### config.mk
export PLATFORM = sky130hd
export DESIGN_NAME = sensor_outlier_reject_filter_unit_flat
export DESIGN_NICKNAME = d
export VERILOG_FILES = /design/src/sorf_pkg.sv /design/src/sorf_sample_if.sv /design/src/sorf_result_if.sv /design/src/sorf_ram.sv /design/src/sensor_outlier_reject_filter_unit.sv /design/src/flat_wrapper.sv
export SDC_FILE = /design/constraint.sdc
export NUM_CORES = 1
export LEC_CHECK = 0
export ABC_AREA = 1
export BUFFER_PORTS_ARGS = -buffer_cell sky130_fd_sc_hd__buf_2
export CAP_MARGIN = 20
export CORE_UTILIZATION = 40
export CTS_CLUSTER_SIZE = 12
export DETAILED_ROUTE_END_ITERATION = 7
export SLEW_MARGIN = 20
export SYNTH_ARGS = -nofsm -noshare
export SYNTH_HDL_FRONTEND = slang
export SYNTH_HIERARCHICAL = 1
export SYNTH_SLANG_ARGS = --single-unit
### constraint.sdc
create_clock -name clk -period 7.1 [get_ports clk]
set_input_delay 1.42 -clock clk [delete_from_list [all_inputs] [get_ports clk]]
set_output_delay 1.42 -clock clk [all_outputs]
set_load 0.05 [all_outputs]
### src/sorf_pkg.sv
// package for the sensor outlier reject filter
// field widths, reset values, register indexes and the history entry type
// no dependencies
package sorf_pkg;

	localparam int TEMP_W  = 12;
	localparam int HUM_W   = 10;
	localparam int PM_W    = 10;
	localparam int CO2_W   = 14;

	localparam int TEMP_LIM_W = 11;
	localparam int HUM_LIM_W  = 10;
	localparam int PM_LIM_W   = 10;
	localparam int CO2_LIM_W  = 14;

	localparam int CFG_DATA_W  = 14;
	localparam int CFG_INDEX_W = 2;

	localparam int DEPTH_DEFAULT = 8;

	localparam logic [TEMP_LIM_W-1:0] TEMP_LIMIT_RST = TEMP_LIM_W'(200);
	localparam logic [HUM_LIM_W-1:0]  HUM_LIMIT_RST  = HUM_LIM_W'(300);
	localparam logic [PM_LIM_W-1:0]   PM_LIMIT_RST   = PM_LIM_W'(70);
	localparam logic [CO2_LIM_W-1:0]  CO2_LIMIT_RST  = CO2_LIM_W'(400);

	typedef enum logic [CFG_INDEX_W-1:0] {
		REG_TEMP_LIMIT = 2'd0,
		REG_HUM_LIMIT  = 2'd1,
		REG_PM_LIMIT   = 2'd2,
		REG_CO2_LIMIT  = 2'd3
	} sorf_reg_t;

	typedef struct packed {
		logic signed [TEMP_W-1:0] temp;
		logic [HUM_W-1:0]         hum;
		logic [PM_W-1:0]          pm;
		logic [CO2_W-1:0]         co2;
	} sorf_entry_t;

	localparam int ENTRY_W = $bits(sorf_entry_t);

	localparam sorf_entry_t HIST_RST = '{
		temp: TEMP_W'(200),
		hum:  HUM_W'(500),
		pm:   PM_W'(5),
		co2:  CO2_W'(500)
	};

endpackage

### src/sorf_sample_if.sv
// input channel of the sensor outlier reject filter
// depends on sorf_pkg
interface sorf_sample_if import sorf_pkg::*; ();
	logic                     valid;
	logic                     ready;
	logic signed [TEMP_W-1:0] temp_in;
	logic [HUM_W-1:0]         hum_in;
	logic [PM_W-1:0]          pm_in;
	logic [CO2_W-1:0]         co2_in;

	modport source (output valid, temp_in, hum_in, pm_in, co2_in, input ready);
	modport sink (input valid, temp_in, hum_in, pm_in, co2_in, output ready);
endinterface

### src/sorf_result_if.sv
// result channel of the sensor outlier reject filter
// depends on sorf_pkg
interface sorf_result_if import sorf_pkg::*; ();
	logic                     valid;
	logic                     ready;
	logic signed [TEMP_W-1:0] temp_out;
	logic [HUM_W-1:0]         hum_out;
	logic [PM_W-1:0]          pm_out;
	logic [CO2_W-1:0]         co2_out;
	logic                     rejected;

	modport source (output valid, temp_out, hum_out, pm_out, co2_out, rejected, input ready);
	modport sink (input valid, temp_out, hum_out, pm_out, co2_out, rejected, output ready);
endinterface

### src/sorf_ram.sv
// generic simple dual port ram, one write port and one registered read port
// no dependencies
module sorf_ram #(
	parameter int WIDTH = 8,
	parameter int DEPTH = 8,
	localparam int AW = (DEPTH > 1) ? $clog2(DEPTH) : 1
) (
	input  logic             clk,
	input  logic             we,
	input  logic [AW-1:0]    wr_addr,
	input  logic [WIDTH-1:0] wr_data,
	input  logic [AW-1:0]    rd_addr,
	output logic [WIDTH-1:0] rd_data
);

	logic [WIDTH-1:0] mem [DEPTH];

	always_ff @(posedge clk) begin
		if (we) begin
			mem[wr_addr] <= wr_data;
		end
		rd_data <= mem[rd_addr];
	end

endmodule

### src/sensor_outlier_reject_filter_unit.sv
// top level of the sensor outlier reject filter
// depends on sorf_pkg, sorf_sample_if, sorf_result_if and sorf_ram
//
// usage:
// samples enter on the sample channel and results leave on the result channel,
// both valid/ready; a transfer happens when valid and ready are high together.
// each sample is compared per channel with the oldest entry of a DEPTH deep
// history ring; a jump strictly above its limit rejects the sample and the
// oldest entry goes out instead with rejected set, else the sample replaces
// the oldest entry and goes out unchanged.
// the sample passes through the input register and then the result register;
// one sample is taken per cycle while the receiver keeps result ready high;
// the ring ram is read one entry ahead of the pointer so the oldest entry
// sits in a register when the sample arrives.
// limits are written through cfg_we/cfg_index/cfg_data while the block idles;
// the user must keep to this, the block itself does not enforce it.
// reset sets the limits to their defaults, empties the pipeline and marks
// every ring entry as holding its reset value; no clearing pass is needed.
// when the receiver stalls the result register holds and the input register
// keeps one more sample, then ready drops.
module sensor_outlier_reject_filter_unit import sorf_pkg::*; #(
	parameter int DEPTH = DEPTH_DEFAULT
) (
	input  logic                   clk,
	input  logic                   arst_n,
	input  logic                   cfg_we,
	input  logic [CFG_INDEX_W-1:0] cfg_index,
	input  logic [CFG_DATA_W-1:0]  cfg_data,
	sorf_sample_if.sink            sample,
	sorf_result_if.source          result
);

	localparam int PTR_W = (DEPTH > 1) ? $clog2(DEPTH) : 1;

	function automatic logic [PTR_W-1:0] ptr_inc(input logic [PTR_W-1:0] p);
		return (p == PTR_W'(DEPTH - 1)) ? '0 : PTR_W'(p + 1'b1);
	endfunction

	logic [TEMP_LIM_W-1:0] temp_limit_q;
	logic [HUM_LIM_W-1:0]  hum_limit_q;
	logic [PM_LIM_W-1:0]   pm_limit_q;
	logic [CO2_LIM_W-1:0]  co2_limit_q;

	logic        valid_s1;
	sorf_entry_t data_s1;
	logic        res_valid_q;
	sorf_entry_t res_data_q;
	logic        res_rej_q;

	logic [PTR_W-1:0] ptr_q;
	sorf_entry_t      head_q;
	logic [DEPTH-1:0] vld_q;
	logic             byp_q;
	sorf_entry_t      byp_data_q;
	logic             rdv_q;

	logic             advance;
	logic             fire;
	logic             rej;
	logic             upd;
	logic [PTR_W-1:0] ptr_d;
	logic [PTR_W-1:0] rd_addr;
	logic [ENTRY_W-1:0] ram_rd;
	sorf_entry_t      nxt_entry;

	logic signed [TEMP_W:0] temp_diff;
	logic [TEMP_W:0]        temp_abs;
	logic [HUM_W:0]         hum_diff;
	logic [HUM_W:0]         hum_abs;
	logic [PM_W:0]          pm_diff;
	logic [PM_W:0]          pm_abs;
	logic [CO2_W:0]         co2_diff;
	logic [CO2_W:0]         co2_abs;

	// limit registers
	always_ff @(posedge clk or negedge arst_n) begin
		if (!arst_n) begin
			temp_limit_q <= TEMP_LIMIT_RST;
			hum_limit_q  <= HUM_LIMIT_RST;
			pm_limit_q   <= PM_LIMIT_RST;
			co2_limit_q  <= CO2_LIMIT_RST;
		end else if (cfg_we) begin
			unique case (sorf_reg_t'(cfg_index))
				REG_TEMP_LIMIT: temp_limit_q <= cfg_data[TEMP_LIM_W-1:0];
				REG_HUM_LIMIT:  hum_limit_q  <= cfg_data[HUM_LIM_W-1:0];
				REG_PM_LIMIT:   pm_limit_q   <= cfg_data[PM_LIM_W-1:0];
				REG_CO2_LIMIT:  co2_limit_q  <= cfg_data[CO2_LIM_W-1:0];
				default: ;
			endcase
		end
	end

	assign advance      = !res_valid_q || result.ready;
	assign fire         = valid_s1 && advance;
	assign sample.ready = !valid_s1 || advance;

	// per channel distance to the oldest entry
	always_comb begin
		temp_diff = {data_s1.temp[TEMP_W-1], data_s1.temp} - {head_q.temp[TEMP_W-1], head_q.temp};
		temp_abs  = temp_diff[TEMP_W] ? (TEMP_W+1)'(-temp_diff) : temp_diff;
		hum_diff  = {1'b0, data_s1.hum} - {1'b0, head_q.hum};
		hum_abs   = hum_diff[HUM_W] ? (HUM_W+1)'(-hum_diff) : hum_diff;
		pm_diff   = {1'b0, data_s1.pm} - {1'b0, head_q.pm};
		pm_abs    = pm_diff[PM_W] ? (PM_W+1)'(-pm_diff) : pm_diff;
		co2_diff  = {1'b0, data_s1.co2} - {1'b0, head_q.co2};
		co2_abs   = co2_diff[CO2_W] ? (CO2_W+1)'(-co2_diff) : co2_diff;
		rej = (temp_abs > (TEMP_W+1)'(temp_limit_q))
			|| (hum_abs > (HUM_W+1)'(hum_limit_q))
			|| (pm_abs > (PM_W+1)'(pm_limit_q))
			|| (co2_abs > (CO2_W+1)'(co2_limit_q));
	end

	assign upd     = fire && !rej;
	assign ptr_d   = upd ? ptr_inc(ptr_q) : ptr_q;
	assign rd_addr = ptr_inc(ptr_d);

	// entry one past the pointer, with write forwarding and reset value
	always_comb begin
		if (byp_q) begin
			nxt_entry = byp_data_q;
		end else if (rdv_q) begin
			nxt_entry = sorf_entry_t'(ram_rd);
		end else begin
			nxt_entry = HIST_RST;
		end
	end

	sorf_ram #(
		.WIDTH (ENTRY_W),
		.DEPTH (DEPTH)
	) u_ring (
		.clk     (clk),
		.we      (upd),
		.wr_addr (ptr_q),
		.wr_data (ENTRY_W'(data_s1)),
		.rd_addr (rd_addr),
		.rd_data (ram_rd)
	);

	// ring pointer, head register and prefetch control
	always_ff @(posedge clk or negedge arst_n) begin
		if (!arst_n) begin
			ptr_q      <= '0;
			head_q     <= HIST_RST;
			vld_q      <= '0;
			byp_q      <= 1'b0;
			byp_data_q <= HIST_RST;
			rdv_q      <= 1'b0;
		end else begin
			ptr_q      <= ptr_d;
			byp_q      <= upd && (rd_addr == ptr_q);
			byp_data_q <= data_s1;
			rdv_q      <= vld_q[rd_addr];
			if (upd) begin
				vld_q[ptr_q] <= 1'b1;
				head_q       <= (DEPTH == 1) ? data_s1 : nxt_entry;
			end
		end
	end

	// input register and result register control
	always_ff @(posedge clk or negedge arst_n) begin
		if (!arst_n) begin
			valid_s1    <= 1'b0;
			res_valid_q <= 1'b0;
		end else begin
			if (sample.valid && sample.ready) begin
				valid_s1 <= 1'b1;
			end else if (advance) begin
				valid_s1 <= 1'b0;
			end
			if (fire) begin
				res_valid_q <= 1'b1;
			end else if (result.ready) begin
				res_valid_q <= 1'b0;
			end
		end
	end

	// payload
	always_ff @(posedge clk) begin
		if (sample.valid && sample.ready) begin
			data_s1.temp <= sample.temp_in;
			data_s1.hum  <= sample.hum_in;
			data_s1.pm   <= sample.pm_in;
			data_s1.co2  <= sample.co2_in;
		end
		if (fire) begin
			res_data_q <= rej ? head_q : data_s1;
			res_rej_q  <= rej;
		end
	end

	assign result.valid    = res_valid_q;
	assign result.temp_out = res_data_q.temp;
	assign result.hum_out  = res_data_q.hum;
	assign result.pm_out   = res_data_q.pm;
	assign result.co2_out  = res_data_q.co2;
	assign result.rejected = res_rej_q;

endmodule
### src/flat_wrapper.sv
// flat-port wrapper written by rule: the top's interface ports become plain ports
module sensor_outlier_reject_filter_unit_flat import sorf_pkg::*;
#(
	parameter int DEPTH = DEPTH_DEFAULT
)
  (clk, arst_n, cfg_we, cfg_index, cfg_data, sample_valid, sample_temp_in, sample_hum_in, sample_pm_in, sample_co2_in, sample_ready, result_valid, result_temp_out, result_hum_out, result_pm_out, result_co2_out, result_rejected, result_ready);
  sorf_sample_if sample_i ();
  sorf_result_if result_i ();
  input  logic clk;
  input  logic arst_n;
  input  logic cfg_we;
  input  logic [CFG_INDEX_W-1:0] cfg_index;
  input  logic [CFG_DATA_W-1:0] cfg_data;
  input wire logic [$bits(sample_i.valid)-1:0] sample_valid;
  input wire logic [$bits(sample_i.temp_in)-1:0] sample_temp_in;
  input wire logic [$bits(sample_i.hum_in)-1:0] sample_hum_in;
  input wire logic [$bits(sample_i.pm_in)-1:0] sample_pm_in;
  input wire logic [$bits(sample_i.co2_in)-1:0] sample_co2_in;
  output wire logic [$bits(sample_i.ready)-1:0] sample_ready;
  output wire logic [$bits(result_i.valid)-1:0] result_valid;
  output wire logic [$bits(result_i.temp_out)-1:0] result_temp_out;
  output wire logic [$bits(result_i.hum_out)-1:0] result_hum_out;
  output wire logic [$bits(result_i.pm_out)-1:0] result_pm_out;
  output wire logic [$bits(result_i.co2_out)-1:0] result_co2_out;
  output wire logic [$bits(result_i.rejected)-1:0] result_rejected;
  input wire logic [$bits(result_i.ready)-1:0] result_ready;
  assign sample_i.valid = sample_valid;
  assign sample_i.temp_in = sample_temp_in;
  assign sample_i.hum_in = sample_hum_in;
  assign sample_i.pm_in = sample_pm_in;
  assign sample_i.co2_in = sample_co2_in;
  assign sample_ready = sample_i.ready;
  assign result_valid = result_i.valid;
  assign result_temp_out = result_i.temp_out;
  assign result_hum_out = result_i.hum_out;
  assign result_pm_out = result_i.pm_out;
  assign result_co2_out = result_i.co2_out;
  assign result_rejected = result_i.rejected;
  assign result_i.ready = result_ready;
  sensor_outlier_reject_filter_unit #(.DEPTH(DEPTH)) u_core (.clk(clk), .arst_n(arst_n), .cfg_we(cfg_we), .cfg_index(cfg_index), .cfg_data(cfg_data), .sample(sample_i), .result(result_i));
endmodule
-- Word level (Yosys, flattened, before mapping)
Memory sizes are Yosys's and may differ from the RTL's. A register that Yosys moved wholly into a read port is not among the register bits.
Cells that the tools add are included.
- logic and storage cells: 92
- memories: 1
- input bits: 67
- memory bits (writable): 368
- output and inout port bits: 49
- flip-flop bits (word level): 245
- memories (memory ; depth ; width ; rd ports ; clocked after memory_dff ; write ports ; RTL line ; text):
    u_core.u_ring.mem ; 8 ; 46 ; 1 ; 1 ; 1 ; sorf_ram.sv:16 ; logic [WIDTH-1:0] mem [DEPTH];
- reductions and logical operators: 20
- mux-type cells: 20
- bitwise logic cells: 1
- magnitude comparators: 7
- add/sub/neg operators: 10
- equal/unequal tests: 6
- operators with widths (kind ; number):
    two-way mux 46 bit ; 3
    > comparator 11 x 10 -> 1 bit ; 2
    two-way mux 11 bit ; 2
    negator 11 bit ; 2
    subtractor 10 x 10 -> 11 bit ; 2
    > comparator 15 x 14 -> 1 bit ; 1
    two-way mux 15 bit ; 1
    negator 15 bit ; 1
    subtractor 14 x 14 -> 15 bit ; 1
    > comparator 13 x 11 -> 1 bit ; 1
    two-way mux 13 bit ; 1
    negator 13 bit ; 1
    subtractor 12 x 12 -> 13 bit ; 1
    two-way mux 3 bit ; 3
    < comparator 3 x 4 -> 1 bit, second input constant ; 2
    two-way mux 1 bit ; 8
    bitwise OR 8 bit ; 1
    AND reduction 2 bit ; 4
    adder 3 x 1 -> 3 bit, second input constant ; 2
    equality test 3 bit, second input constant ; 2
    logical AND 1 bit ; 5
    logical OR 1 bit ; 5
    equality test 2 bit, second input constant ; 2
    nonzero test 2 bit ; 2
    other kinds (7) ; 9

-- Longest topological paths before layout
Gate-level depths: netlist (run 1).
- depth in word-level cells: 14
- gate-level depth with buffers: 42
- depth with buffers taken out: 39

-- By module
The synthesis (run 1) kept the hierarchy.
- by module, submodules not included (module ; times used ; sequential area each (µm²) ; area each (µm²) ; cells an instance):
    sorf_ram ; 1 ; 11971.5 ; 17057.6 ; 1654
    sensor_outlier_reject_filter_unit ; 1 ; 6655.1 ; 13774.5 ; 1588

-- Least setup slack after synthesis (run 1)
OpenSTA, ideal clock, no wires.
- path kind: input-to-reg
- start point: input port result_ready
- end point: memory u_core/u_ring/mem[1][0] in the netlist's numbering, enable pin
- required time: 6.650 ns
- setup time: 0.450 ns
- stages on the path: 10
- path slack: -0.043 ns
- path buffers: 2
- data arrival time: 6.694 ns
- path through: inv_1 > nand2_1 > inv_1 > nor2_1 > nand4_2 > inv_2 > buf_6 > buf_2 > nand2_1 > nor2_1
- cells in the longest elaborated chain, start to end: 5
- ends and longest elaborated chain (what ; RTL line ; text):
    start: declaration ; flat_wrapper.sv:26 ; input wire logic [$bits(result_i.ready)-1:0] result_ready;
    logical OR 1 bit ; sensor_outlier_reject_filter_unit.sv:93 ; assign advance = !res_valid_q || result.ready;
    logical AND 1 bit ; sensor_outlier_reject_filter_unit.sv:94 ; assign fire = valid_s1 && advance;
    net u_core.fire ; sensor_outlier_reject_filter_unit.sv:58 ; logic fire;
    logical AND 1 bit ; sensor_outlier_reject_filter_unit.sv:113 ; assign upd = fire && !rej;
    net u_core.upd ; sensor_outlier_reject_filter_unit.sv:60 ; logic upd;
    two-way mux 1 bit ; sorf_ram.sv:19 ; if (we) begin
    two-way mux 1 bit (not written as such) ; sorf_ram.sv:20 ; mem[wr_addr] <= wr_data;
    end: declaration ; sorf_ram.sv:16 ;
The timed path passes the listed nets, and every way through them passes these cells.

-- Worst setup path after layout (run 1)
- start point: register u_core/data_s1[0] in the netlist's numbering
- end point: register u_core.u_ring.rd_data[10] (read register of u_core.u_ring.mem)
- cells in the longest elaborated chain, start to end: 10
- elaborated cells between the ends (all ways): 11
- classes of those cells: 3 x add/sub; 1 x order compare; 1 x eq/ne; 3 x mux; 3 x reduce/logical
- ends and longest elaborated chain (what ; RTL line ; text):
    start: declaration ; sensor_outlier_reject_filter_unit.sv:45 ; sorf_entry_t data_s1;
    subtractor 14 x 14 -> 15 bit * ; sensor_outlier_reject_filter_unit.sv:105 ; co2_diff = {1'b0, data_s1.co2} - {1'b0, head_q.co2};
    negator 15 bit ; sensor_outlier_reject_filter_unit.sv:106 ; co2_abs = co2_diff[CO2_W] ? (CO2_W+1)'(-co2_diff) : co2_diff;
    two-way mux 15 bit * ; sensor_outlier_reject_filter_unit.sv:106 ;
    > comparator 15 x 14 -> 1 bit * ; sensor_outlier_reject_filter_unit.sv:110 ; || (co2_abs > (CO2_W+1)'(co2_limit_q));
    logical OR 1 bit * ; sensor_outlier_reject_filter_unit.sv:110 ;
    logical NOT 1 bit * ; sensor_outlier_reject_filter_unit.sv:113 ;
    logical AND 1 bit * ; sensor_outlier_reject_filter_unit.sv:113 ;
    two-way mux 3 bit * ; sensor_outlier_reject_filter_unit.sv:114 ; assign ptr_d = upd ? ptr_inc(ptr_q) : ptr_q;
    net u_core.ptr_d[1] ; sensor_outlier_reject_filter_unit.sv:61 ; logic [PTR_W-1:0] ptr_d;
    adder 3 x 1 -> 3 bit or equality test 3 bit (tied branches) ; sensor_outlier_reject_filter_unit.sv:36 ; return (p == PTR_W'(DEPTH - 1)) ? '0 : PTR_W'(p + 1'b1);
    two-way mux 3 bit * ; sensor_outlier_reject_filter_unit.sv:36 ;
    net u_core.rd_addr[2] ; sensor_outlier_reject_filter_unit.sv:62 ; logic [PTR_W-1:0] rd_addr;
    end: declaration ; sorf_ram.sv:13 ; output logic [WIDTH-1:0] rd_data
Mark *: on every way through the listed nets, which the timed path passes. The rest lies on a longest branch.
A chain may end at the register's enable or synchronous reset.

==> results.py, run 1 <==
metrics = {
    "floorplan": {
        "die_w_um": 279.6,
        "rows": 101,
        "initial_core_util_pct": 40.53,
        "dieArea_mm2": 0.07820,
        "core-area_mm2": 0.07608,
        "pin_count": 116,
        "die_h_um": 279.6,
    },
    "sta": {
        "min_period_ns": 6.470,
        "finalHoldViolations": 0,
        "final-setup-viol-count": 0,
        "post-route-period-util_pct": 91.13,
        "slew_headroom_pct": 32.52,
        "skew_ns": 0.02615,
        "setup_slack_ns": 0.6296,
        "worst_pin_slew_ns": 1.009,
        "rsz0062_at_grt": "no",
        "max_freq_ghz": 0.1545,
        "tns_ns": 0,
        "slew_viol_final": 0,
    },
    "logic_synthesis": {
        "syn_nets": 3411,
        "synth_flop_cell": "edfxtp_1",
        "ys_warn_count": 6,
        "syn_area_mm2": 0.03083,
        "synthTopCellsByArea": "edfxtp_1 45%, nand2_1 12%, dfrtp_1 8.5%, inv_1 7.5%, nand3_1 4.8%",
        "ys_ff_latch": 659,
        "synth-edff-count": 461,
        "synth_largest_area_cell": "edfxtp_1",
        "synth.distinct_cells": 49,
        "synthArstFlopShare_pct": 23.07,
        "avgSynthCellArea_um2": 9.510,
        "synth_seq_area_share_pct": 60.41,
        "synth_top_area_share_pct": 44.90,
        "syn_inst": 3242,
    },
    "place": {
        "gp_congestion": 0.8738,
        "pre_cts_slack_ns": 0.6211,
        "dp_cells": 4319,
        "hpwl_um": 47530,
        "io_buffers": 115,
    },
    "routing": {
        "route.detailed.drc": 0,
        "drt-total-wl_um": 77260,
        "detail_route.first_pass.iterations": 5,
        "ant_nets": 0,
        "drt_iter0_drc": 1826,
        "viasPerCell": 4.793,
        "drt-wirelength-per-cell_um": 17.34,
        "vias": 21350,
    },
    "critical_path": {
        "cp.arrival_ns": 7.03,
        "slowest_stage": "edfxtp_1",
        "critPathLaunch": "u_core/data_s1[0]",
        "worstPathRequired_ns": 7.66,
        "critPathCapture": "u_core/u_ring/rd_data[10]",
        "end_kind": "register",
        "reg2reg_from": "u_core/data_s1[0]",
        "rr_worst_depth": 32,
        "startpoint_type": "register",
        "cp_slowest_stage_delay_ns": 0.50,
        "r2r-end": "u_core/u_ring/rd_data[10]",
        "crit_type": "reg2reg",
        "ff2ff_setup_slack_ns": 0.63,
        "cp_max_fo": 21,
    },
    "global_route": {
        "antenna_found_initial": 0,
        "gr-total-overflow": 0,
        "grt_max_degree": 123,
        "grt_pass1_wl_um": 118700,
        "grt_pass1_vias": 20180,
        "grt.total_usage_pct": 20.03,
    },
    "layout": {
        "area_growth_pct": 13.58,
        "nets": 3533,
        "final_cells": 4455,
        "insertedDiodeCount": 0,
        "drive_gt1_share_pct": 10.45,
    },
    "flow_run": {
        "cap_violations": 0,
    },
    "cts": {
        "cts_sinks": 659,
        "cts_setup_buffers": 0,
        "cts_tree": "built",
        "clkSlewWorstSetupHoldPaths_ns": 0.06,
        "cts.hold.buffers_added": 0,
        "numCtsBuffers": 73,
        "htreeDepth": 3,
        "cts_resized": 0,
        "cts-root-buf": "clkbuf_16",
        "insertion_delay_ns": 0.62,
        "clockBufferDepth": 3,
    },
    "power_and_ir_drop": {
        "ir_drop_uv": 618.4,
        "power.total_mw": 16.55,
        "p_per_area_mw_per_mm2": 472.7,
        "p_leak_nw": 16.08,
    },
    "min_path": {
        "min_path_type": "reg2reg",
        "hold-path-cell-count": 2,
    },
    "status": {
        "status": "completed",
    },
}
## state kept, by name, indices dropped and copies added, names as in the netlist
signal,count
u_core/co2_limit_q,14
u_core/ptr_q,3
u_core/result.hum_out,10
u_core/result.valid,1
u_core/vld_q,8
u_core/byp_q,1
u_core/result.rejected,1
u_core/pm_limit_q,10
u_core/temp_limit_q,11
u_core/u_ring/mem,368
u_core/result.temp_out,12
u_core/valid_s1,1
u_core/result.pm_out,10
u_core/rdv_q,1
u_core/hum_limit_q,10
u_core/byp_data_q,46
u_core/u_ring/rd_data,46
u_core/data_s1,46
u_core/head_q,46
u_core/result.co2_out,14
## power by group
| part | leakage [nW] | switching, mW | total [mW] | internal [mW] |
|---|---|---|---|---|
| Combinational | 8.56 | 5.21 | 7.64 | 2.43 |
| Clock | 1.20 | 1.54 | 3.81 | 2.27 |
| Sequential | 6.33 | 0.264 | 5.10 | 4.83 |
| Total | 16.1 | 7.02 | 16.6 | 9.54 |
## metrics by stage
| stage | instance area, um^2 | hold WS, ns | utilization (%) |
|---|---|---|---|
| after global placement | 32570 | 0.4352 | 42.81 |
| after detailed placement | 32570 | 0.4380 | 42.81 |
| final | 35020 | 0.4501 | 46.03 |
| after CTS | 35020 | 0.4507 | 46.03 |
| after floorplan | 30830 | 0.4188 | - |
| after global routing | 35020 | 0.4745 | 46.03 |
## synthesized netlist by cell type, types with 4 or more instances
master	n
nand2_1	981
inv_1	614
edfxtp_1	461
nand3_1	293
nor2_1	119
o21ai_0	116
dfrtp_1	105
ha_1	98
dfstp_2	47
buf_2	46
dfxtp_1	46
a21oi_1	39
xor2_1	34
a31oi_1	33
clkbuf_1	30
nand4_1	25
buf_6	18
xnor2_1	17
buf_4	16
o221ai_1	16
o41ai_1	9
nor3_1	8
o21bai_1	7
inv_2	6
nand3b_1	5
o21ai_1	5
buf_1	4
fa_1	4
nand2_2	4
## worst min-delay path by stage
stage	startpoint	endpoint
detailed placement	u_core/vld_q[0]	u_core/vld_q[0]
floorplan	u_core/vld_q[0]	u_core/vld_q[0]
global placement	u_core/vld_q[6]	u_core/vld_q[6]
CTS	u_core/vld_q[0]	u_core/vld_q[0]
finish	u_core/vld_q[0]	u_core/vld_q[0]
global route	u_core/vld_q[2]	u_core/vld_q[2]
## logic make-up after synthesis
kind of cell / Yosys count / synth area share [%]
mux: 1 / 0.03247
flops: 659 / 60.41
fa+ha+maj: 102 / 4.237
simple gates: 1451 / 19.39
buf+inv: 736 / 9.817
compound gates: 240 / 4.557
xor+xnor: 53 / 1.554
## critical path: cells and delay by family, from the launching register on
kind | cells | cell delay [ns]
xor gates and xnor gates | 2 | 0.35
and+or+nand+nor | 18 | 2.77
DFF | 1 | 0.50
adders and majority gates | 4 | 1.06
buffers and inverters | 6 | 1.35
AOI/OAI and AO/OA | 2 | 0.35
## metal layers
metal	wire length, um	track usage, %	up-vias
li1	-	-	10610
met1	35840	27.87	10100
met2	35680	32.61	530
met3	3867	2.811	114
met4	1866	5.703	0
met5	0	0	-
## final cells by class
type	instances	area (um^2)
Fill cell	7233	41060
Clock inverter	21	227.7
Tap cell	1030	1289
Multi-Input combinational cell	1847	9264
Sequential cell	659	18630
Clock buffer	115	2222
Timing Repair Buffer	162	1047
Inverter	621	2344
## layout by cell type, fill, tap and decap left out, types with 16 or more instances in the layout
| master | count |
|---|---|
| xnor2_1 | 17 |
| inv_1 | 609 |
| dfrtp_1 | 105 |
| dfxtp_1 | 46 |
| nand3_1 | 293 |
| xor2_1 | 34 |
| o221ai_1 | 16 |
| clkbuf_16 | 79 |
| buf_4 | 38 |
| ha_1 | 97 |
| clkbuf_1 | 25 |
| dfstp_2 | 47 |
| a31oi_1 | 33 |
| a21oi_1 | 39 |
| nand2_1 | 981 |
| edfxtp_1 | 461 |
| nand4_1 | 25 |
| nor2_1 | 110 |
| buf_2 | 114 |
| o21ai_0 | 116 |
No activity file was read; power rests on OpenSTA's default activity.
==> run 2, diff against run 1 <==
- CTS_BUF_LIST: default -> sky130_fd_sc_hd__clkbuf_8 sky130_fd_sc_hd__clkbuf_16
==> results.py, run 2 (synthesis results as in run 1) <==
metrics = {
    "layout": {
        "final_cells": 4455,
        "insertedDiodeCount": 0,
        "fill_cells": 7233,
        "final_common_cell": "nand2_1",
        "nets": 3533,
        "final_cell_mix": "981 x nand2_1, 634 x inv_1, 461 x edfxtp_1, 293 x nand3_1, 116 x o21ai_0",
        "drive_gt1_share_pct": 10.45,
        "largest_reg_flops": 368,
        "area_growth_pct": 13.58,
        "largest-register": "u_core/u_ring/mem",
    },
    "routing": {
        "drt_iter0_drc": 1809,
        "drt-total-wl_um": 77300,
        "viasPerCell": 4.794,
        "vias": 21360,
        "drt-wirelength-per-cell_um": 17.35,
        "detail_route.first_pass.iterations": 5,
        "route.detailed.drc": 0,
        "ant_nets": 0,
    },
    "place": {
        "io_buffers": 115,
        "gp_congestion": 0.8738,
        "hpwl_um": 47530,
        "dp_cells": 4319,
    },
    "cts": {
        "htreeDepth": 3,
        "clkSlewWorstSetupHoldPaths_ns": 0.06,
        "cts_setup_buffers": 0,
        "cts_sinks": 659,
        "insertion_delay_ns": 0.62,
        "cts-root-buf": "clkbuf_16",
        "cts_resized": 0,
        "cts.hold.buffers_added": 0,
        "clockBufferDepth": 3,
        "numCtsBuffers": 73,
        "cts_tree": "built",
    },
    "sta": {
        "skew_ns": 0.02738,
        "slew_headroom_pct": 32.14,
        "min_period_ns": 6.475,
        "slew_viol_final": 0,
        "worst_pin_slew_ns": 1.015,
        "final-setup-viol-count": 0,
        "max_freq_ghz": 0.1544,
        "finalHoldViolations": 0,
        "tns_ns": 0,
        "rsz0062_at_grt": "no",
        "post-route-period-util_pct": 91.19,
    },
    "critical_path": {
        "cp_max_fo": 21,
        "crit_type": "reg2reg",
        "slowest_stage": "edfxtp_1",
        "startpoint_type": "register",
        "end_kind": "register",
        "cp.arrival_ns": 7.04,
        "worstPathRequired_ns": 7.66,
        "cp_slowest_stage_delay_ns": 0.50,
    },
    "floorplan": {
        "core-area_mm2": 0.07608,
        "initial_core_util_pct": 40.53,
        "rows": 101,
        "die_h_um": 279.6,
        "die_w_um": 279.6,
        "dieArea_mm2": 0.07820,
        "pin_count": 116,
    },
    "power_and_ir_drop": {
        "p_leak_nw": 16.19,
        "p_per_area_mw_per_mm2": 472.0,
        "ir_drop_uv": 612.6,
    },
    "global_route": {
        "grt_max_degree": 123,
        "gr-total-overflow": 0,
        "antenna_found_initial": 0,
        "grt_pass1_wl_um": 118700,
        "grt_pass1_vias": 20180,
        "grt.total_usage_pct": 20.03,
    },
    "flow_run": {
        "cap_violations": 0,
    },
    "status": {
        "status": "completed",
    },
    "min_path": {
        "min_path_type": "reg2reg",
    },
}
==> run 2: changes by cell type in the layout (fill, tap and decap cells not counted) <==
cell,before,now
clkbuf_1,25,0
inv_1,609,634
==> run 2: worst paths after layout <==
path / startpoint / endpoint / slack [ns] / cells after the start
max in group asynchronous: arst_n / u_core/head_q[36] / 5.14 / 2
setup reg to reg: u_core/data_s1[0] / u_core/u_ring/rd_data[10] / 0.63 / 32
setup / recovery: u_core/data_s1[0] / u_core/u_ring/rd_data[10] / 0.63 / 32
min in group asynchronous: arst_n / u_core/co2_limit_q[11] / 0.85 / 1
hold reg to reg: u_core/vld_q[4] / u_core/vld_q[4] / 0.45 / 2
hold / removal: u_core/vld_q[4] / u_core/vld_q[4] / 0.45 / 2
==> run 2: layer usage <==
| metal | up-vias | global-route usage (%) | part of all wire [%] |
|---|---|---|---|
| met4 | 0 | 5.703 | 2.4 |
| li1 | 10610 | - | - |
| met2 | 508 | 32.61 | 46 |
| met5 | - | 0 | 0 |
| met1 | 10130 | 27.87 | 47 |
| met3 | 110 | 2.811 | 4.7 |
==> run 2: per-stage QoR <==
step / cell area, um^2 / worst slack, ns / hold slack, ns / utilization, % / power (mW)
after floorplan: 30830 / 0.3132 / 0.4188 / - / 10.83
after global placement: 32570 / 0.7740 / 0.4352 / 42.81 / 12.76
after detailed placement: 32570 / 0.6211 / 0.4380 / 42.81 / 12.81
after CTS: 35020 / 0.6025 / 0.4507 / 46.03 / 16.65
after global routing: 35020 / 0.01656 / 0.4745 / 46.03 / 17.81
final: 35020 / 0.6253 / 0.4519 / 46.03 / 16.53
==> run 2: cell type report <==
type / instances / area (um^2) / area share, %
flip-flops and latches: 659 / 18630 / 53.19
well taps: 1030 / 1289 / 3.680
repair buffers: 162 / 1047 / 2.990
clock buffers: 90 / 2128 / 6.077
multi-input cells: 1847 / 9264 / 26.45
clock inverters: 46 / 321.6 / 0.9182
inverters: 621 / 2344 / 6.692
==> run 2: critical path, delay by kind of cell (launching register included) <==
family                     cells  cell delay (ns)
AOI/OAI and AO/OA              2             0.35
xor gates and xnor gates       2             0.35
adders and majority gates      4             1.06
buffers and inverters          6             1.36
DFF                            1             0.50
and+or+nand+nor               18             2.78
==> run 2: power breakdown <==
part / switching [mW] / internal, mW
Combinational: 5.21 / 2.43
Sequential: 0.264 / 4.83
Clock: 1.55 / 2.24
